### src/hw/rtl/polar_to_cartesian_degrees_defines.svh
// Assertion macros shared by the polar to cartesian converter.
`ifndef POLAR_TO_CARTESIAN_DEGREES_DEFINES_SVH
`define POLAR_TO_CARTESIAN_DEGREES_DEFINES_SVH
`ifndef SYNTHESIS
`define P2C_ASSERT(lbl, ck, rn, prop) \
	lbl: assert property (@(posedge ck) disable iff (!rn) prop) \
	else $error("p2c: implication violated");
`define P2C_NEVER(lbl, ck, rn, expr) \
	lbl: assert property (@(posedge ck) disable iff (!rn) !(expr)) \
	else $error("p2c: forbidden condition seen");
`else
`define P2C_ASSERT(lbl, ck, rn, prop)
`define P2C_NEVER(lbl, ck, rn, expr)
`endif
`endif

### src/hw/rtl/p2c_pkg.sv
// Types, constants and the arctangent table of the polar to cartesian converter.
package p2c_pkg;

	localparam int RADIUS_W = 16;
	localparam int ANGLE_W  = 18;
	localparam int COORD_W  = 16;

	// Working widths: x/y in Q22 with CORDIC growth, z in 2^-24 degree
	localparam int XW      = 32;
	localparam int ZW      = 34;
	localparam int PROD_W  = RADIUS_W + 31;

	localparam int TABLE_LEN       = 24;
	localparam int ROT_STAGES_DEF  = 16;

	localparam logic [29:0] GAIN_Q30 = 30'd652032874;
	localparam int GAIN_SHIFT   = 16;
	localparam int GAIN_ROUND   = 32768;

	localparam int TURN_UNITS   = 46080;
	localparam int HALF_TURN    = 23040;
	localparam int QUARTER_TURN = 11520;
	localparam int ANGLE_BIAS   = 3 * TURN_UNITS;
	localparam int BIAS_W       = 19;
	localparam int MOD_W        = 16;
	localparam int FOLD_W       = 15;
	localparam int Z_SHIFT      = 17;

	localparam int OUT_SHIFT    = 14;
	localparam int OUT_ROUND    = 8192;
	localparam int COORD_MAX    = 32767;
	localparam int COORD_MIN    = -32768;

	localparam logic [29:0] ATAN_Q24 [TABLE_LEN] = '{
		30'd754974720, 30'd445687602, 30'd235489088, 30'd119537938,
		30'd60000934,  30'd30029717,  30'd15018523,  30'd7509720,
		30'd3754917,   30'd1877466,   30'd938734,    30'd469367,
		30'd234684,    30'd117342,    30'd58671,     30'd29335,
		30'd14668,     30'd7334,      30'd3667,      30'd1833,
		30'd917,       30'd458,       30'd229,       30'd115
	};

	typedef struct packed {
		logic signed [XW-1:0] x;
		logic signed [XW-1:0] y;
		logic signed [ZW-1:0] z;
	} rot_t;

endpackage

### src/hw/rtl/p2c_rect_if.sv
// Output channel: x/y coordinate beat with valid/ready.
interface p2c_rect_if
	import p2c_pkg::*;
();
	logic                      valid;
	logic                      ready;
	logic signed [COORD_W-1:0] x_coord;
	logic signed [COORD_W-1:0] y_coord;

	modport source (output valid, x_coord, y_coord, input ready);
	modport sink (input valid, x_coord, y_coord, output ready);
endinterface

### src/hw/rtl/p2c_out.sv
// Output stage: round Q22 to Q8, saturate to 16 bits and hold the result beat.
module p2c_out
	import p2c_pkg::*;
(
	input  logic      clk,
	input  logic      arst_n,
	input  logic      up_valid,
	output logic      up_ready,
	input  rot_t      up,
	p2c_rect_if.source rect
);

	localparam logic signed [XW:0] SAT_HI = (XW+1)'(COORD_MAX);
	localparam logic signed [XW:0] SAT_LO = (XW+1)'(COORD_MIN);

	logic                      valid_q;
	logic signed [COORD_W-1:0] x_q;
	logic signed [COORD_W-1:0] y_q;
	logic signed [XW:0]        x_rnd;
	logic signed [XW:0]        y_rnd;
	logic signed [COORD_W-1:0] x_sat;
	logic signed [COORD_W-1:0] y_sat;

	assign up_ready = !valid_q || rect.ready;

	always_comb begin
		x_rnd = ((XW+1)'(up.x) + (XW+1)'(OUT_ROUND)) >>> OUT_SHIFT;
		y_rnd = ((XW+1)'(up.y) + (XW+1)'(OUT_ROUND)) >>> OUT_SHIFT;
		if (x_rnd > SAT_HI) begin
			x_sat = COORD_W'(COORD_MAX);
		end else if (x_rnd < SAT_LO) begin
			x_sat = COORD_W'(COORD_MIN);
		end else begin
			x_sat = COORD_W'(x_rnd);
		end
		if (y_rnd > SAT_HI) begin
			y_sat = COORD_W'(COORD_MAX);
		end else if (y_rnd < SAT_LO) begin
			y_sat = COORD_W'(COORD_MIN);
		end else begin
			y_sat = COORD_W'(y_rnd);
		end
	end

	always_ff @(posedge clk or negedge arst_n) begin
		if (!arst_n) begin
			valid_q <= 1'b0;
		end else if (up_ready) begin
			valid_q <= up_valid;
		end
	end

	always_ff @(posedge clk) begin
		if (up_valid && up_ready) begin
			x_q <= x_sat;
			y_q <= y_sat;
		end
	end

	assign rect.valid   = valid_q;
	assign rect.x_coord = x_q;
	assign rect.y_coord = y_q;

endmodule

### src/flat_wrapper.sv
// flat-port wrapper written by rule: the top's interface ports become plain ports
module p2c_out_flat import p2c_pkg::*;
  (clk, arst_n, up_valid, up_ready, up, rect_valid, rect_x_coord, rect_y_coord, rect_ready);
  p2c_rect_if rect_i ();
  input  logic clk;
  input  logic arst_n;
  input  logic up_valid;
  output logic up_ready;
  input  rot_t up;
  output wire logic [$bits(rect_i.valid)-1:0] rect_valid;
  output wire logic [$bits(rect_i.x_coord)-1:0] rect_x_coord;
  output wire logic [$bits(rect_i.y_coord)-1:0] rect_y_coord;
  input wire logic [$bits(rect_i.ready)-1:0] rect_ready;
  assign rect_valid = rect_i.valid;
  assign rect_x_coord = rect_i.x_coord;
  assign rect_y_coord = rect_i.y_coord;
  assign rect_i.ready = rect_ready;
  p2c_out u_core (.clk(clk), .arst_n(arst_n), .up_valid(up_valid), .up_ready(up_ready), .up(up), .rect(rect_i));
endmodule
### config.mk
export PLATFORM = sky130hd
export DESIGN_NAME = p2c_out_flat
export DESIGN_NICKNAME = d
export VERILOG_FILES = /design/src/hw/rtl/polar_to_cartesian_degrees_defines.svh /design/src/hw/rtl/p2c_pkg.sv /design/src/hw/rtl/p2c_rect_if.sv /design/src/hw/rtl/p2c_out.sv /design/src/flat_wrapper.sv
export SDC_FILE = /design/constraint.sdc
export NUM_CORES = 1
export LEC_CHECK = 0
export BUFFER_PORTS_ARGS = -buffer_cell sky130_fd_sc_hd__buf_2
export CORE_ASPECT_RATIO = 1.5
export CORE_UTILIZATION = 30
export CTS_CLUSTER_DIAMETER = 30
export CTS_CLUSTER_SIZE = 20
export DETAILED_ROUTE_END_ITERATION = 12
export GPL_ROUTABILITY_DRIVEN = 0
export PLACE_DENSITY_LB_ADDON = 0.15
export SETUP_SLACK_MARGIN = 0.4
export SLEW_MARGIN = 20
export SYNTH_ARGS = -nofsm -noshare
export SYNTH_HDL_FRONTEND = slang
export SYNTH_SLANG_ARGS = --single-unit
### constraint.sdc
create_clock -name clk -period 1.6 [get_ports clk]
set_input_delay 0.08 -clock clk [delete_from_list [all_inputs] [get_ports clk]]
set_output_delay 0.08 -clock clk [all_outputs]
set_load 0.01 [all_outputs]
==> qor.yml <==
status:
  status: "complete, no violations"
floorplanning:
  dieHeight_um: 104
  core.rowCount: 36
  coreArea_um2: 6620
  start_util: 0.315
  io_pins: 136
  fp.dieArea_um2: 7290
  die_x_um: 70.1
sta:
  hold_viol_final: 0
  finClkSkew_ps: 4.79
  setup_viol: 0
  drv_slew: 0
  fin_crit_ps: 1320
  slew_headroom: 0.779
  finalCritPeriodShare: 0.825
  fmax_ghz: 0.757
  rsz0062_at_grt: "yes"
  worst_pin_slew_ps: 329
detailed_routing:
  antenna_left: 0
  wl_per_cell_um: 13.6
  dr.first_iter.drc_count: 81
  totalWireLength_um: 5320
  drc: 0
  routed_via_density: 4.88
  vias: 1913
  dr.pass1.iters: 4
clock_tree:
  insertion_delay_ps: 280
  numCtsBuffers: 5
  htree_num_levels: 2
  clock_path_buffers: 2
  cts_tree: "yes"
  cts-root-buf: "clkbuf_8"
  clock_sinks: 33
  cts.clk_slew.worst_paths_ps: 60
finish:
  num-fill-cells: 610
  regArea_um2: 986
  final_common_cell: "buf_2"
  insertedDiodeCount: 0
  final_cell_mix: "buf_2, buf_4, edfxtp_1"
  instances_no_fill: 392
  finish.instance_area_um2: 3350
  multi_input_area_um2: 1230
  fin_nets: 419
  drive_gt1_frac: 0.608
  syn_to_final_growth_pct: 60.9
power_and_ir_drop:
  p_leak_nw: 1.30
  p_per_area_nw_per_um2: 655
  vdd_drop_max_mv: 0.296
setup_path:
  cp.required_ps: 1630
  worst-setup-path-type: "input port to flip-flop"
  endpoint_kind: "flip-flop"
  arrival_ps: 1350
  crit_fanout: 8
  worstRegToRegCells: 2
  start_kind: "input port"
  critPathLaunch: "up[80]"
  rr_startpoint: "u_core.rect.valid"
  crit_end: "u_core.rect.x_coord[6]"
  rr_endpoint: "u_core.rect.x_coord[15]"
  rrSetupSlack_ps: 450
logic_synthesis:
  synthCells: 179
  ys_seq_area_frac: 0.473
  synth_ff_type: "edfxtp_1"
  synth_cell_types: 40
  synth_edf_count: 32
  syn_area_per_cell_um2: 11.6
  synth_nets: 283
  yosysWarningCount: 0
  netlist_area_um2: 2080
  ys_async_sr_fraction: 0.0303
  ys_seq_elements: 33
global_route:
  grt.total_usage: 0.142
  grt_pass1_wl_um: 7990
  grt.overflow.total: 0
  grt_max_degree: 17
  antenna_found_initial: 0
  grt_pass1_vias: 1782
placed_design:
  io_buffers: 75
  placed_area_um2: 2960
  dp_hpwl_um: 4030
  dp.cells: 373
min_path:
  min_path_type: "input port to flip-flop"
run:
  maxCapViolCount: 0
[worst min-delay path by stage]
stage / start / to / slack [ps] / cells past startpoint
final: up_valid / u_core.rect.valid / 90 / 2
after detailed placement: arst_n / u_core.rect.valid / -140 / 1
after global routing: arst_n / u_core.rect.valid / 100 / 2
after floorplan: arst_n / u_core.rect.valid / -220 / 0
after global placement: arst_n / u_core.rect.valid / -150 / 1
after CTS: up_valid / u_core.rect.valid / 20 / 2
[layer usage]
layer / up-vias / GRT usage / part of all wire
met5: - / 0 / 0
met4: 0 / 0.0471 / 0.014
met3: 5 / 0.0271 / 0.029
met2: 48 / 0.304 / 0.63
met1: 894 / 0.121 / 0.32
li1: 966 / - / -
[critical path, stage by stage]
cell	delay, ps
buf_8	80
ha_4	130
nand2_4	60
nor4_4	360
and4_4	290
o32a_4	270
o21ai_2	80
[final cells by class]
class                      instances  share of cell area
sequential                        33               0.294
clock buffer                       8              0.0239
multi-input combinational        140               0.367
inverter                           5             0.00560
timing repair buffer             130               0.281
tap                               76              0.0284
[cell usage after synthesis (2+ instances only)]
| cell type | count | share of area |
|---|---|---|
| nand2b_1 | 2 | 0.0060 |
| xnor2_1 | 15 | 0.063 |
| and3_1 | 2 | 0.0060 |
| nor2_2 | 2 | 0.0060 |
| o21ai_2 | 20 | 0.084 |
| nand3_2 | 2 | 0.0096 |
| inv_1 | 5 | 0.0090 |
| xor2_1 | 13 | 0.055 |
| a41oi_1 | 2 | 0.0084 |
| edfxtp_1 | 32 | 0.46 |
| o21ai_0 | 4 | 0.0096 |
| nor2_1 | 8 | 0.014 |
| and4_1 | 6 | 0.025 |
| ha_1 | 2 | 0.012 |
| o21ai_1 | 6 | 0.014 |
| o31a_1 | 2 | 0.0084 |
| buf_6 | 3 | 0.016 |
| nand2_1 | 13 | 0.023 |
| nor3_1 | 3 | 0.0072 |
| nand3_1 | 8 | 0.019 |
| nand4_1 | 10 | 0.030 |
[flip-flops by register name, summed over array words and instances (netlist names)]
signal / flops
u_core.rect.x_coord: 16
u_core.rect.valid: 1
u_core.rect.y_coord: 16
[metrics by stage]
stage | utilization | power [mW] | hold slack, ps | setup WS [ps] | TNS, ps
after global routing | 0.506 | 2.30 | 97.4 | 227 | 0
final | 0.506 | 2.20 | 89.9 | 280 | 0
after global placement | 0.447 | 1.54 | -146 | -106 | -2220
after detailed placement | 0.447 | 1.55 | -144 | -144 | -2760
after floorplan | - | 1.30 | -216 | 110 | 0
after CTS | 0.481 | 2.17 | 24.9 | 300 | 0
[logic make-up after synthesis]
kind of cell | after synthesis | synth area share
and+or+nand+nor | 64 | 0.187
AOI/OAI and AO/OA | 43 | 0.182
DFF | 33 | 0.473
xor gates and xnor gates | 28 | 0.118
buffers and inverters | 9 | 0.0288
adders and majority gates | 2 | 0.0120
[report_power, final]
| part | switching, mW | total, mW | internal, mW |
|---|---|---|---|
| Combinational | 0.285 | 0.573 | 0.288 |
| Clock | 0.277 | 0.586 | 0.309 |
| Sequential | 0.0129 | 1.04 | 1.02 |
[timing repair]
action | CTS | global route
gates cloned | 2 | 2
hold buffers | 1 | 0
endpoints found under the setup margin | 62 | 46
hold endpoints to repair | 1 | 0
setup buffers | 3 | 3
pin swaps | 10 | 9
resized for setup | 19 | 32
No activity file was read; power rests on OpenSTA's default activity.
