--- config.mk ---
export PLATFORM = sky130hd
export DESIGN_NAME = p2c_prep_flat
export DESIGN_NICKNAME = d
export VERILOG_FILES = /design/src/hw/rtl/p2c_pkg.sv /design/src/hw/rtl/p2c_polar_if.sv /design/src/hw/rtl/p2c_prep.sv /design/src/flat_wrapper.sv
export VERILOG_INCLUDE_DIRS = /design/src /design/src/hw/rtl
export SDC_FILE = /design/constraint.sdc
export NUM_CORES = 1
export LEC_CHECK = 0
export BUFFER_PORTS_ARGS = -buffer_cell sky130_fd_sc_hd__buf_4
export CORE_UTILIZATION = 45
export DETAILED_ROUTE_END_ITERATION = 10
export GPL_ROUTABILITY_DRIVEN = 0
export PLACE_DENSITY = 0.66
export SYNTH_ARGS = -nofsm -noshare
export SYNTH_HDL_FRONTEND = slang
export SYNTH_SLANG_ARGS = --single-unit
--- constraint.sdc ---
create_clock -name clk -period 3.6 [get_ports clk]
set_input_delay 0.72 -clock clk [delete_from_list [all_inputs] [get_ports clk]]
set_output_delay 0.72 -clock clk [all_outputs]
set_load 0.03 [all_outputs]
--- src/hw/rtl/polar_to_cartesian_degrees_defines.svh ---
// Assertion macros shared by the polar to cartesian converter.
`ifndef POLAR_TO_CARTESIAN_DEGREES_DEFINES_SVH
`define POLAR_TO_CARTESIAN_DEGREES_DEFINES_SVH
`ifndef SYNTHESIS
`define P2C_ASSERT(lbl, ck, rn, prop) \
	lbl: assert property (@(posedge ck) disable iff (!rn) prop) \
	else $error("p2c: implication violated");
`define P2C_NEVER(lbl, ck, rn, expr) \
	lbl: assert property (@(posedge ck) disable iff (!rn) !(expr)) \
	else $error("p2c: forbidden condition seen");
`else
`define P2C_ASSERT(lbl, ck, rn, prop)
`define P2C_NEVER(lbl, ck, rn, expr)
`endif
`endif

--- src/hw/rtl/p2c_pkg.sv ---
// Types, constants and the arctangent table of the polar to cartesian converter.
package p2c_pkg;

	localparam int RADIUS_W = 16;
	localparam int ANGLE_W  = 18;
	localparam int COORD_W  = 16;

	// Working widths: x/y in Q22 with CORDIC growth, z in 2^-24 degree
	localparam int XW      = 32;
	localparam int ZW      = 34;
	localparam int PROD_W  = RADIUS_W + 31;

	localparam int TABLE_LEN       = 24;
	localparam int ROT_STAGES_DEF  = 16;

	localparam logic [29:0] GAIN_Q30 = 30'd652032874;
	localparam int GAIN_SHIFT   = 16;
	localparam int GAIN_ROUND   = 32768;

	localparam int TURN_UNITS   = 46080;
	localparam int HALF_TURN    = 23040;
	localparam int QUARTER_TURN = 11520;
	localparam int ANGLE_BIAS   = 3 * TURN_UNITS;
	localparam int BIAS_W       = 19;
	localparam int MOD_W        = 16;
	localparam int FOLD_W       = 15;
	localparam int Z_SHIFT      = 17;

	localparam int OUT_SHIFT    = 14;
	localparam int OUT_ROUND    = 8192;
	localparam int COORD_MAX    = 32767;
	localparam int COORD_MIN    = -32768;

	localparam logic [29:0] ATAN_Q24 [TABLE_LEN] = '{
		30'd754974720, 30'd445687602, 30'd235489088, 30'd119537938,
		30'd60000934,  30'd30029717,  30'd15018523,  30'd7509720,
		30'd3754917,   30'd1877466,   30'd938734,    30'd469367,
		30'd234684,    30'd117342,    30'd58671,     30'd29335,
		30'd14668,     30'd7334,      30'd3667,      30'd1833,
		30'd917,       30'd458,       30'd229,       30'd115
	};

	typedef struct packed {
		logic signed [XW-1:0] x;
		logic signed [XW-1:0] y;
		logic signed [ZW-1:0] z;
	} rot_t;

endpackage

--- src/hw/rtl/p2c_polar_if.sv ---
// Input channel: radius and angle beat with valid/ready.
interface p2c_polar_if
	import p2c_pkg::*;
();
	logic                       valid;
	logic                       ready;
	logic signed [RADIUS_W-1:0] radius;
	logic signed [ANGLE_W-1:0]  angle_deg;

	modport source (output valid, radius, angle_deg, input ready);
	modport sink (input valid, radius, angle_deg, output ready);
endinterface

--- src/hw/rtl/p2c_prep.sv ---
// Gain compensation and angle reduction ahead of the rotation chain.
`include "polar_to_cartesian_degrees_defines.svh"
module p2c_prep
	import p2c_pkg::*;
(
	input  logic           clk,
	input  logic           arst_n,
	p2c_polar_if.sink      polar,
	output logic           dn_valid,
	input  logic           dn_ready,
	output rot_t           dn
);

	logic                     valid_s1;
	logic                     valid_s2;
	logic                     ready_s1;
	logic                     ready_s2;
	logic signed [PROD_W-1:0] prod_s1;
	logic signed [FOLD_W-1:0] m_s1;
	logic                     neg_s1;
	rot_t                     rot_s2;

	logic signed [19:0]       a_bias;
	logic [BIAS_W-1:0]        u;
	logic [BIAS_W-1:0]        sub;
	logic [MOD_W-1:0]         m0;
	logic signed [16:0]       ms;
	logic signed [FOLD_W-1:0] mf;
	logic                     neg;
	logic signed [PROD_W-1:0] prod;
	logic signed [PROD_W-1:0] prod_rnd;
	logic signed [XW-1:0]     v0;

	assign ready_s2    = !valid_s2 || dn_ready;
	assign ready_s1    = !valid_s1 || ready_s2;
	assign polar.ready = ready_s1;

	// Reduce the angle modulo one turn: bias positive, then take off whole turns
	always_comb begin
		a_bias = 20'(polar.angle_deg) + 20'(ANGLE_BIAS);
		u      = a_bias[BIAS_W-1:0];
		sub    = '0;
		for (int j = 1; j <= 5; j++) begin
			if (u >= BIAS_W'(j * TURN_UNITS)) begin
				sub = BIAS_W'(j * TURN_UNITS);
			end
		end
		m0 = MOD_W'(u - sub);
		if (m0 >= MOD_W'(HALF_TURN)) begin
			ms = $signed({1'b0, m0}) - 17'(TURN_UNITS);
		end else begin
			ms = $signed({1'b0, m0});
		end
		// Fold into [-90, +90] degrees, flipping the vector
		neg = 1'b0;
		mf  = FOLD_W'(ms);
		if (ms > 17'(QUARTER_TURN)) begin
			neg = 1'b1;
			mf  = FOLD_W'(ms - 17'(HALF_TURN));
		end else if (ms < -17'(QUARTER_TURN)) begin
			neg = 1'b1;
			mf  = FOLD_W'(ms + 17'(HALF_TURN));
		end
	end

	assign prod = PROD_W'(polar.radius) * PROD_W'($signed({1'b0, GAIN_Q30}));

	always_ff @(posedge clk or negedge arst_n) begin
		if (!arst_n) begin
			valid_s1 <= 1'b0;
		end else if (ready_s1) begin
			valid_s1 <= polar.valid;
		end
	end

	always_ff @(posedge clk) begin
		if (polar.valid && ready_s1) begin
			prod_s1 <= prod;
			m_s1    <= mf;
			neg_s1  <= neg;
		end
	end

	always_comb begin
		prod_rnd = prod_s1 + PROD_W'(GAIN_ROUND);
		v0       = XW'(prod_rnd >>> GAIN_SHIFT);
	end

	always_ff @(posedge clk or negedge arst_n) begin
		if (!arst_n) begin
			valid_s2 <= 1'b0;
		end else if (ready_s2) begin
			valid_s2 <= valid_s1;
		end
	end

	always_ff @(posedge clk) begin
		if (valid_s1 && ready_s2) begin
			rot_s2.x <= neg_s1 ? -v0 : v0;
			rot_s2.y <= '0;
			rot_s2.z <= ZW'(m_s1) <<< Z_SHIFT;
		end
	end

	assign dn_valid = valid_s2;
	assign dn       = rot_s2;

	`P2C_ASSERT(a_accept_fills_s1, clk, arst_n, polar.valid && polar.ready |=> valid_s1)
	`P2C_ASSERT(a_fold_range, clk, arst_n, valid_s1 |-> m_s1 <= QUARTER_TURN && m_s1 >= -QUARTER_TURN)

endmodule

--- src/flat_wrapper.sv ---
// flat-port wrapper written by rule: the top's interface ports become plain ports
module p2c_prep_flat import p2c_pkg::*;
  (clk, arst_n, dn_valid, dn_ready, dn, polar_valid, polar_radius, polar_angle_deg, polar_ready);
  p2c_polar_if polar_i ();
  input  logic clk;
  input  logic arst_n;
  output logic dn_valid;
  input  logic dn_ready;
  output rot_t dn;
  input wire logic [$bits(polar_i.valid)-1:0] polar_valid;
  input wire logic [$bits(polar_i.radius)-1:0] polar_radius;
  input wire logic [$bits(polar_i.angle_deg)-1:0] polar_angle_deg;
  output wire logic [$bits(polar_i.ready)-1:0] polar_ready;
  assign polar_i.valid = polar_valid;
  assign polar_i.radius = polar_radius;
  assign polar_i.angle_deg = polar_angle_deg;
  assign polar_ready = polar_i.ready;
  p2c_prep u_core (.clk(clk), .arst_n(arst_n), .polar(polar_i), .dn_valid(dn_valid), .dn_ready(dn_ready), .dn(dn));
endmodule
==> metrics.txt <==
CP Buf/Inv Count 3; first-pass GRT wire length 54500 um; Post-DRT Antenna Nets 0; # rows 63; DR WL/cell 16.4 um; clk_lat worst skew 340 ps; GRT Residual Overflow 0; Crit path depth 20; all-layer global routing usage 22.4%; failing checks setup timing; n_diodes 0; Hold Crit Class primary input to asynchronous set/reset pin; Post-synth EDFFs between 90 and 100; Seq/Total Area, Yosys 21.3%; f_max 165 MHz; Worst Setup End Kind flop; DIE AREA 30900 um^2; layout overhead on the synthesized area 35.2%; Tmin final 6080 ps; 1st-iter DRT viols 506; cts hold-fix bufs 0; DP Cell Count about 2000; worst r2r src u_core.prod_s1[15]$_DFFE_PP_; Slew @ Worst Pin between 1000 and 1500 ps; CTS tree done; Synth Flop Type edfxtp_1; DRT Pass-1 Iters 5; proportion of layout cells with a drive suffix above 1 35.9%; Rel. slew slack 24.2%; most used cell, CP fa_1; Synth async-reset ratio 2.06%; Yosys reg bits 97; post-synth cell types 78; startpoint type of the worst setup path primary input; Worst Setup Path Type primary input to flop; most frequent cells in the layout buf_4, inv_1, fa_1; final setup margin -2480 ps; post-route clock period utilization 169%; pin count of the biggest net entering global routing 48; status finished, violations left; Die Ht 176 um; unrepaired setup endpoints after global routing yes; # DRC 0; WP data required ~3700 ps; core area 29700 um^2; cell area after synthesis approximately 14000 um^2; initial antenna violation count 0; Final Hold Viols 0; count of yosys warnings during synthesis 0; I/O pin cnt 138; CTS Root Cell clkbuf_16; H-tree Lvls 3; via count 10600; Largest stage delay, worst path approximately 560 ps; Worst R2R Setup Slack ~170 ps; syn_area_per_cell 10.6 um^2; Finished Layout Cells 2082; skew final 9.13 ps; slowest stage cell, crit path fa_1; total wire length 34100 um; Critical Path Fanout Max 4; max_cap viols 0; reg2reg path depth 13; most common cell after layout, fill and taps aside buf_4; Post-Synthesis Cells 1289; Longest Clk Path Bufs 2; FF-to-FF End u_core.dn[93]$_DFFE_PP_; Max Slew Vio Count 0; Clock Sinks 97; crit-path cells buf_8 -> fa_1 -> inv_2 -> fa_2 -> fa_1 -> fa_1 -> inv_2 -> fa_2 -> fa_1 -> ha_4 -> nand4_1 -> or2_4 -> a211o_4 -> a211oi_4 -> o21ba_4 -> o211ai_1 -> and2_4 -> o31ai_4 -> a21oi_2 -> xnor2_1; final setup fails 39; number of global-route vias before repair 10900; Worst-path clk slew about 70 ps; CP arrival 6180 ps; Chip Width 176 um; Num CTS Buffers 9; cell family with the largest share of critical-path delay adder cells; vias per cell approximately 5.1; final net count approximately 2100; port bufs 88; HPWL after DPL 28700 um; initial core utilization 45.8%
[state kept, by name, summed over array words and instances (netlist names)]
name,cells
u_core.dn_valid,1
u_core.valid_s1,1
u_core.prod_s1,32
u_core.m_s1,15
u_core.neg_s1,1
u_core.dn,47
[synthesized netlist by cell type, types with 10 or more instances]
library cell | n | area [um^2]
inv_1 | 220 | 826
fa_1 | 178 | 3560
ha_1 | 177 | 2210
edfxtp_1 | 95 | 2850
xnor2_1 | 65 | 569
buf_4 | 51 | 383
nor2_1 | 46 | 173
nand2_1 | 42 | 158
xor2_1 | 41 | 359
o21ai_0 | 37 | 185
a21oi_1 | 33 | 165
nand3_1 | 29 | 145
nor3_1 | 26 | 130
clkbuf_1 | 21 | 78.8
a21o_1 | 20 | 150
nand2b_1 | 20 | 125
nand4_1 | 14 | 87.6
and2_1 | 12 | 75.1
and3_1 | 11 | 68.8
o31ai_1 | 10 | 75.1
[metal layers]
| metal | track usage (%) | vias up | routed length, um |
|---|---|---|---|
| li1 | - | 5046 | - |
| met1 | 28.5 | 5173 | 14600 |
| met2 | 40.3 | 285 | 17400 |
| met3 | 1.67 | 54 | 1280 |
| met4 | 6.70 | 0 | 796 |
| met5 | 0 | - | 0 |
[per-stage QoR]
step / hold WS [ps] / utilization (%) / setup TNS (ps) / worst slack, ps / area (um^2)
after floorplan: 400 / - / -77690 / -2550 / 14200
after global placement: 401 / 57.4 / -92840 / -2800 / 17100
after detailed placement: 405 / 57.4 / -96590 / -2940 / 17100
after CTS: 138 / 60.6 / -77910 / -2490 / 18000
after global routing: 137 / 61.9 / -84810 / -2600 / 18400
final: 145 / 61.9 / -79220 / -2480 / 18400
[area by class of cell]
cell class / instances / area (um^2)
inverters: 220 / 833
well taps: 390 / 488
multi-input cells: 946 / 10600
fillers: 2355 / 11300
flip-flops and latches: 97 / 2900
clock inverters: 6 / 73.8
repair buffers: 413 / 3300
clock buffers: 10 / 229
[cell families after synthesis]
logic type                 synth area share (%)
xor gates and xnor gates                   7.14
adders and majority gates                  42.5
DFF                                        21.3
other                                    0.0276
and+or+nand+nor                            9.51
muxes                                     0.726
buffers and inverters                      9.57
AOI/OAI and AO/OA                          9.23
[how the worst max path moves through the flow]
| stage | startpoint | end | slack (ps) |
|---|---|---|---|
| CTS | polar_radius[6] | u_core.prod_s1[44]$_DFFE_PP_ | -2490 |
| finish | polar_radius[6] | u_core.prod_s1[43]$_DFFE_PP_ | -2480 |
| detailed placement | polar_radius[6] | u_core.prod_s1[44]$_DFFE_PP_ | -2940 |
| floorplan | polar_radius[6] | u_core.prod_s1[44]$_DFFE_PP_ | -2550 |
| global placement | polar_radius[12] | u_core.prod_s1[44]$_DFFE_PP_ | -2800 |
| global route | polar_radius[6] | u_core.prod_s1[43]$_DFFE_PP_ | -2600 |
[repair_timing]
action,4_1_cts,5_1_grt
pin swaps,73,72
setup endpoints to repair,40,46
cloned,0,0
setup buffers,31,19
resized for setup,93,84
Power is not shown: default switching activity piles up to over one toggle a cycle in this logic, so the estimate is an artifact.
