$ cat config.mk
export PLATFORM = sky130hd
export DESIGN_NAME = p2c_cell
export DESIGN_NICKNAME = d
export VERILOG_FILES = /design/src/hw/rtl/polar_to_cartesian_degrees_defines.svh /design/src/hw/rtl/p2c_pkg.sv /design/src/hw/rtl/p2c_cell.sv
export SDC_FILE = /design/constraint.sdc
export NUM_CORES = 1
export LEC_CHECK = 0
export ABC_CLOCK_PERIOD_IN_PS = 5800
export BUFFER_PORTS_ARGS = -buffer_cell sky130_fd_sc_hd__buf_2
export CAP_MARGIN = 20
export CORE_MARGIN = 1
export CORE_UTILIZATION = 60
export DETAILED_ROUTE_END_ITERATION = 8
export PLACE_DENSITY = 0.88
export SLEW_MARGIN = 10
export SYNTH_ARGS = -nofsm -noshare
export SYNTH_HDL_FRONTEND = slang
export SYNTH_SLANG_ARGS = --single-unit
$ cat constraint.sdc
create_clock -name clk -period 5.8 [get_ports clk]
set_input_delay 0.58 -clock clk [delete_from_list [all_inputs] [get_ports clk]]
set_output_delay 0.58 -clock clk [all_outputs]
set_load 0.01 [all_outputs]
$ cat src/hw/rtl/polar_to_cartesian_degrees_defines.svh
// Assertion macros shared by the polar to cartesian converter.
`ifndef POLAR_TO_CARTESIAN_DEGREES_DEFINES_SVH
`define POLAR_TO_CARTESIAN_DEGREES_DEFINES_SVH
`ifndef SYNTHESIS
`define P2C_ASSERT(lbl, ck, rn, prop) \
	lbl: assert property (@(posedge ck) disable iff (!rn) prop) \
	else $error("p2c: implication violated");
`define P2C_NEVER(lbl, ck, rn, expr) \
	lbl: assert property (@(posedge ck) disable iff (!rn) !(expr)) \
	else $error("p2c: forbidden condition seen");
`else
`define P2C_ASSERT(lbl, ck, rn, prop)
`define P2C_NEVER(lbl, ck, rn, expr)
`endif
`endif

$ cat src/hw/rtl/p2c_pkg.sv
// Types, constants and the arctangent table of the polar to cartesian converter.
package p2c_pkg;

	localparam int RADIUS_W = 16;
	localparam int ANGLE_W  = 18;
	localparam int COORD_W  = 16;

	// Working widths: x/y in Q22 with CORDIC growth, z in 2^-24 degree
	localparam int XW      = 32;
	localparam int ZW      = 34;
	localparam int PROD_W  = RADIUS_W + 31;

	localparam int TABLE_LEN       = 24;
	localparam int ROT_STAGES_DEF  = 16;

	localparam logic [29:0] GAIN_Q30 = 30'd652032874;
	localparam int GAIN_SHIFT   = 16;
	localparam int GAIN_ROUND   = 32768;

	localparam int TURN_UNITS   = 46080;
	localparam int HALF_TURN    = 23040;
	localparam int QUARTER_TURN = 11520;
	localparam int ANGLE_BIAS   = 3 * TURN_UNITS;
	localparam int BIAS_W       = 19;
	localparam int MOD_W        = 16;
	localparam int FOLD_W       = 15;
	localparam int Z_SHIFT      = 17;

	localparam int OUT_SHIFT    = 14;
	localparam int OUT_ROUND    = 8192;
	localparam int COORD_MAX    = 32767;
	localparam int COORD_MIN    = -32768;

	localparam logic [29:0] ATAN_Q24 [TABLE_LEN] = '{
		30'd754974720, 30'd445687602, 30'd235489088, 30'd119537938,
		30'd60000934,  30'd30029717,  30'd15018523,  30'd7509720,
		30'd3754917,   30'd1877466,   30'd938734,    30'd469367,
		30'd234684,    30'd117342,    30'd58671,     30'd29335,
		30'd14668,     30'd7334,      30'd3667,      30'd1833,
		30'd917,       30'd458,       30'd229,       30'd115
	};

	typedef struct packed {
		logic signed [XW-1:0] x;
		logic signed [XW-1:0] y;
		logic signed [ZW-1:0] z;
	} rot_t;

endpackage

$ cat src/hw/rtl/p2c_cell.sv
// One CORDIC rotation cell: a micro-rotation by atan(2^-STAGE) and its register.
module p2c_cell
	import p2c_pkg::*;
#(
	parameter int STAGE = 0
) (
	input  logic clk,
	input  logic arst_n,
	input  logic up_valid,
	output logic up_ready,
	input  rot_t up,
	output logic dn_valid,
	input  logic dn_ready,
	output rot_t dn
);

	localparam logic signed [ZW-1:0] ANGLE_STEP = ZW'(ATAN_Q24[STAGE]);

	logic                 valid_q;
	rot_t                 rot_q;
	rot_t                 rot_nxt;
	logic signed [XW-1:0] dx;
	logic signed [XW-1:0] dy;

	assign up_ready = !valid_q || dn_ready;

	// Rotate toward zero residual angle
	always_comb begin
		dx = up.y >>> STAGE;
		dy = up.x >>> STAGE;
		if (!up.z[ZW-1]) begin
			rot_nxt.x = up.x - dx;
			rot_nxt.y = up.y + dy;
			rot_nxt.z = up.z - ANGLE_STEP;
		end else begin
			rot_nxt.x = up.x + dx;
			rot_nxt.y = up.y - dy;
			rot_nxt.z = up.z + ANGLE_STEP;
		end
	end

	always_ff @(posedge clk or negedge arst_n) begin
		if (!arst_n) begin
			valid_q <= 1'b0;
		end else if (up_ready) begin
			valid_q <= up_valid;
		end
	end

	always_ff @(posedge clk) begin
		if (up_valid && up_ready) begin
			rot_q <= rot_nxt;
		end
	end

	assign dn_valid = valid_q;
	assign dn       = rot_q;

endmodule

==> metrics, run 1 <==
number of flops mapped to enable cells by yosys slightly below 100; Critical Setup Path Class input pin to flop; crit end category flop; DRC Markers 0; detailed router's first-iteration violation count 859; Tmin final ~3.5 ns; fraction of registers with async set/reset 1.020%; Max-Cap Viols 0; synthesized instance count between 900 and 1000; Sink Count 98; synthesis-stage register bit count 98; Design Area, Final 9973 sq um; Fin. Hold Viols 0; P&R area growth vs syn 16.18%; grt ovf 0; Synth top cells by count a21oi_1, inv_1, ha_1; Fin Setup TNS 0 ns; dpl cell area between 9000 and 10000 sq um; synthesized area 8584 sq um; height of the chip 121.6 um; fmax 284.5 MHz; clock insertion delay at the later pin of the skew report 0.35 ns; Initial Util around three fifths; Post-CTS Setup Bufs 0; Netlist cell types 71; First-pass DRT Iterations 7; htree depth 3; Clock Tree Root clkbuf_16; detailed placement HPWL ~19000 um; clock slew at reported path FFs roughly 0.07 ns; Pins Over Slew Limit 0; total global routing track utilization between 30% and 40%; Detail Route Antenna Nets 0; width of the die between 100 and 150 um; Synth Flop Type edfxtp_1; RSZ-0062 raised after global routing false; area of the core 13930 sq um; Ports 202; CP max FO 14; CP startpoint kind input pin; vias in the first global route 7145; layout cell share with drive strength beyond 1 a little over a fifth; Synth Warn # 0; status finished, final reports clean; WL final 24220 um; worst slew pin tran around 1.0 ns; Seq/Total Area, Yosys around a third; Fill cells 1045; min-delay worst type input pin to flop; largest net degree at the start of global routing 80; Post-CTS Resized 0; largest cells by area after synthesis edfxtp_1, ha_1, a21oi_1; deepest clock path buffer count 2; Final setup viols 0; global-route wire length before repair 36920 um; PortBufs ~200; syn nets 1141; Num CTS Buffers 9; CTS tree yes; initial antenna violation count 0; Placer Congestion around 0.99; headroom to the max-slew limit about a third; skew final 0.004895 ns; hold_buf cts 1; pwr/cell area 234.6 nW/um^2; Peak VDD IR ~0.18 mV; CP arrival 3.60 ns; standby leakage power 0.004496 uW; Required @ worst endpoint around 5.9 ns; Site Rows 43; R2R Setup Slk between 3 and 4 ns; drt wl/cell 18.75 um; Avg Inst Size Synth slightly above 9 sq um; nets between 1000 and 1500; most used standard cell by instance count after synthesis a21oi_1; vias post-DR between 7000 and 8000; ANT cells 0; area share of the largest cell type after synthesis between 30% and 40%; vias per inst 6.185; die footprint 14790 sq um; Synth area leader edfxtp_1; Tcrit/Tclk final about 61%
[where the power goes]
| part | switching (uW) | internal (uW) | total (uW) |
|---|---|---|---|
| clock | 270 | 349 | 619 |
| sequential | 23.5 | 887 | 910 |
| combinational | 498 | 312 | 810 |
| total | 791 | 1550 | 2340 |
[flip-flops by register name, summed over array words and instances (netlist names)]
| name | cells |
|---|---|
| dn | 97 |
| dn_valid | 1 |
[through the flow]
step           setup WS [ns]  util (%)  cells  total power (uW)  hold slack, ns
2_1_floorplan          2.290         -    933              1455          0.2844
5_1_grt                2.097     71.57   1292              2438          0.3949
6_report               2.285     71.57   1292              2339          0.3997
3_5_place_dp           2.014     69.33   1275              1715          0.3566
3_3_place_gp           2.084     69.33   1275              1700          0.3546
4_1_cts                2.352     71.57   1292              2328          0.3983
[cell families (layout without fill, tap and decap cells)]
| logic type | Yosys count | in the layout | synth area share, % |
|---|---|---|---|
| simple gates | 202 | 202 | 12.04 |
| compound gates | 296 | 296 | 22.37 |
| flops | 98 | 98 | 34.22 |
| mux | 17 | 17 | 1.997 |
| buf+inv | 147 | 326 | 6.734 |
| fa+ha+maj | 106 | 106 | 15.80 |
| xor+xnor | 67 | 67 | 6.836 |
[critical path, cell delays in order]
cell,delay (ns)
buf_2,0.11
inv_1,0.04
ha_1,0.55
inv_1,0.25
a2111oi_4,0.37
a211oi_2,0.17
o31ai_2,0.35
nand3_2,0.20
o41ai_4,0.41
and4_1,0.28
o32ai_1,0.11
xnor2_1,0.18
[layout by cell type, fill, tap and decap left out, types with 4 or more instances in the layout]
| master | n |
|---|---|
| a211oi_1 | 15 |
| a21o_1 | 19 |
| a21oi_1 | 111 |
| a221oi_1 | 4 |
| a31oi_1 | 8 |
| and2_1 | 5 |
| buf_2 | 201 |
| buf_4 | 4 |
| clkbuf_16 | 9 |
| edfxtp_1 | 97 |
| fa_1 | 4 |
| ha_1 | 102 |
| inv_1 | 103 |
| mux2i_1 | 16 |
| nand2_1 | 32 |
| nand2b_1 | 10 |
| nand3_1 | 16 |
| nand4_1 | 8 |
| nor2_1 | 64 |
| nor2b_1 | 11 |
| nor3_1 | 18 |
| nor4_1 | 14 |
| o211ai_1 | 10 |
| o21a_1 | 12 |
| o21ai_0 | 48 |
| o21bai_1 | 19 |
| o311ai_0 | 4 |
| o31ai_1 | 8 |
| or3_1 | 4 |
| xnor2_1 | 58 |
| xor2_1 | 9 |
[layout make-up]
cell class                      count  area, sq um  area share [%]
Clock buffer                       11        242.7           2.434
Clock inverter                      5        60.06          0.6022
Inverter                          104        390.4           3.914
Multi-Input combinational cell    688         5071           50.85
Sequential cell                    98         2938           29.46
Tap cell                          180        225.2           2.258
Timing Repair Buffer              206         1046           10.49
[routing by layer]
metal,wire [um],part of all wire [%],up-vias,track usage (%)
met5,0,0,-,0
met4,782,3.2,0,12.04
met3,1976,8.2,67,4.916
met2,11270,47,501,53.05
met1,10190,42,3719,43.12
li1,-,-,3704,-
[worst paths after layout]
path	startpoint	endpoint	depth (start not counted)
hold reg to reg	dn_valid$_DFFE_PN0N_	dn_valid$_DFFE_PN0N_	2
max in group asynchronous	arst_n	dn_valid$_DFFE_PN0N_	2
setup reg to reg	dn_valid$_DFFE_PN0N_	dn[87]$_DFFE_PP_	3
min in group asynchronous	arst_n	dn_valid$_DFFE_PN0N_	2
hold / removal	up[8]	dn[8]$_DFFE_PP_	1
setup / recovery	up[40]	dn[65]$_DFFE_PP_	12
(Power assumes the default switching activity.)
==> run 2: changes to the inputs <==
- ABC_CLOCK_PERIOD_IN_PS: 5800 -> 3200
- CORE_UTILIZATION: 60 -> 50
- PLACE_DENSITY: 0.88 -> 0.78
- clock period: 5.8 -> 3.2 ns (I/O delays scaled with it)
==> metrics, run 2 (synthesized netlist as in run 1, its figures left out) <==
largest net degree at the start of global routing 98 (+23%); grt ovf 0 (unchanged); most common cell after layout, fill and taps aside buf_2; Num CTS Buffers 9 (unchanged); deepest clock path buffer count 2 (unchanged); clock insertion delay at the later pin of the skew report 0.36 ns (about the same); RSZ-0062 raised after global routing false; Final setup viols 0 (unchanged); Fill cells 1424 (+36%); min-delay worst type input pin to flop; Tmin final 3.026 ns; htree depth 3 (unchanged); vias per inst 5.748 (-7.1%); Seq. cell area 2938 sq um (unchanged); met3 GRT Util 4.061% (-0.85 points); CP startpoint kind input pin; width of the die 133.0 um (+9.4%); Post-CTS Setup Bufs 0 (unchanged); total global routing track utilization 29.79% (-2.5 points); Critical Setup Path Class input pin to flop; Peak VDD IR 0.2616 mV (+47%); dpl cell area 10530 sq um (+9.0%); CP max FO 4 (-10); fmax 330.5 MHz; Placer Congestion 0.9898 (-0.39%); hold path depth 1 (unchanged); pwr/cell area 408.3 nW/um^2 (+74%); nets 1423 (+8.2%); Clock Tree Root clkbuf_16; Layout Utilization 64.87% (-6.7 points); First-pass DRT Iterations 5 (-2); Largest register FFs 97 (unchanged); max incr delay on CP 0.45 ns (-0.10 ns); CTS tree yes; grt met1 use 41.29% (-1.8 points); global-route wire length before repair 40850 um (+11%); Ports 202 (unchanged); P&R area growth vs syn 26.21%; Sink Count 98 (unchanged); Worst path slowest cell o41ai_4; CP Cell Sequence buf_2 -> buf_4 -> ha_1 -> or2_2 -> o211ai_1 -> a211oi_2 -> o31ai_2 -> nand3_2 -> o41ai_4 -> and4_1 -> o32ai_1 -> xnor2_1; Pins Over Slew Limit 0 (unchanged); Post-CTS Resized 0 (unchanged); Tcrit/Tclk final a little over nine tenths; grt met2 use 48.28% (-4.8 points); area of the core 16700 sq um (+20%); R2R Path End dn[6]$_DFFE_PP_; initial antenna violation count 0 (unchanged); Site Rows 47 (+9.3%); HP Start up[16]; DRC Markers 0 (unchanged); status finished, final reports clean; headroom to the max-slew limit 59.06% (+26 points); CP arrival 3.12 ns (-0.48 ns); startpoint of the worst-slack reg-to-reg timing path dn_valid$_DFFE_PN0N_; R2R Setup Slk 1.73 ns (-1.99 ns); R2R depth 3 (unchanged); Design Area, Final 10830 sq um (+8.6%); height of the chip 133.0 um (+9.4%); ANT cells 0 (unchanged); detailed router's first-iteration violation count 875 (+1.9%); WL final 26380 um (+8.9%); standby leakage power 0.005017 uW (+12%); Tot Pwr 4424 uW (+89%); area of the multi-input gates 5071 sq um (unchanged); Initial Util 51.40% (-10 points); vias post-DR 8271 (+3.5%); Post-Place Setup Slack -0.1410 ns (-2.155 ns); drt wl/cell 18.33 um (-2.2%); layout cell share with drive strength beyond 1 28.38% (+6.9 points); Fin. Hold Viols 0 (unchanged); PnR worst setup slack 0.1742 ns (-2.111 ns); Max-Cap Viols 0 (unchanged); die footprint 17700 sq um (+20%); Required @ worst endpoint 3.29 ns (-2.60 ns); worst slew pin tran 0.6085 ns (-0.3985 ns); vias in the first global route 7756 (+8.6%); GRT busiest layer met2; skew final 0.01603 ns (+0.01114 ns); crit end category flop; PortBufs 201 (unchanged); hold endpoint dn[16]$_DFFE_PP_; most frequent cells in the layout buf_2, a21oi_1, buf_4; clock slew at reported path FFs 0.07 ns (about the same); detailed placement HPWL 21250 um (+12%); Detail Route Antenna Nets 0 (unchanged)
## run 2: worst max path at each step
stage	depth (start not counted)	to	start
3_5_place_dp	12	dn[65]$_DFFE_PP_	up[35]
4_1_cts	12	dn[65]$_DFFE_PP_	up[35]
6_report	12	dn[65]$_DFFE_PP_	up[35]
3_3_place_gp	13	dn[62]$_DFFE_PP_	up[34]
2_1_floorplan	12	dn[90]$_DFFE_PP_	up[66]
5_1_grt	14	dn[50]$_DFFE_PP_	up[34]
## run 2: metrics by stage
stage / TNS [ns] / cells / hold slack [ns]
3_3_place_gp: -0.1945 / 1423 / 0.1015
3_5_place_dp: -0.4797 / 1423 / 0.1016
6_report: 0 / 1439 / 0.1358
5_1_grt: 0 / 1439 / 0.1286
2_1_floorplan: 0 / 933 / 0.02441
4_1_cts: 0 / 1439 / 0.1266
## run 2: critical path, delay by kind of cell
kind	cells	cell delay [ns]
AOI/OAI and AO/OA	5	1.43
and+or+nand+nor	3	0.75
buffers and inverters	2	0.26
adders and majority gates	1	0.20
xor gates and xnor gates	1	0.16
## run 2: what timing repair did
| item | 4_1_cts | 5_1_grt |
|---|---|---|
| setup endpoints to repair | 0 | 0 |
| hold buffers | 1 | 0 |
| hold endpoints to repair | 1 | 0 |
## run 2: final cells by class
type	instances	share of cell area (%)
Multi-Input combinational cell	688	46.81
Timing Repair Buffer	314	17.25
Sequential cell	98	27.12
Clock buffer	9	2.079
Inverter	104	3.603
Clock inverter	6	0.6005
Tap cell	220	2.541
## run 2: power by group
group,switching [uW],internal (uW),total [uW]
Combinational,963,705,1670
Clock,506,606,1110
Sequential,38.1,1610,1640
## run 2: metal layers
layer	share of wire (%)	wire length, um
met3	7.4	1963
met4	2.2	569
met5	0	0
met1	44	11650
met2	46	12200
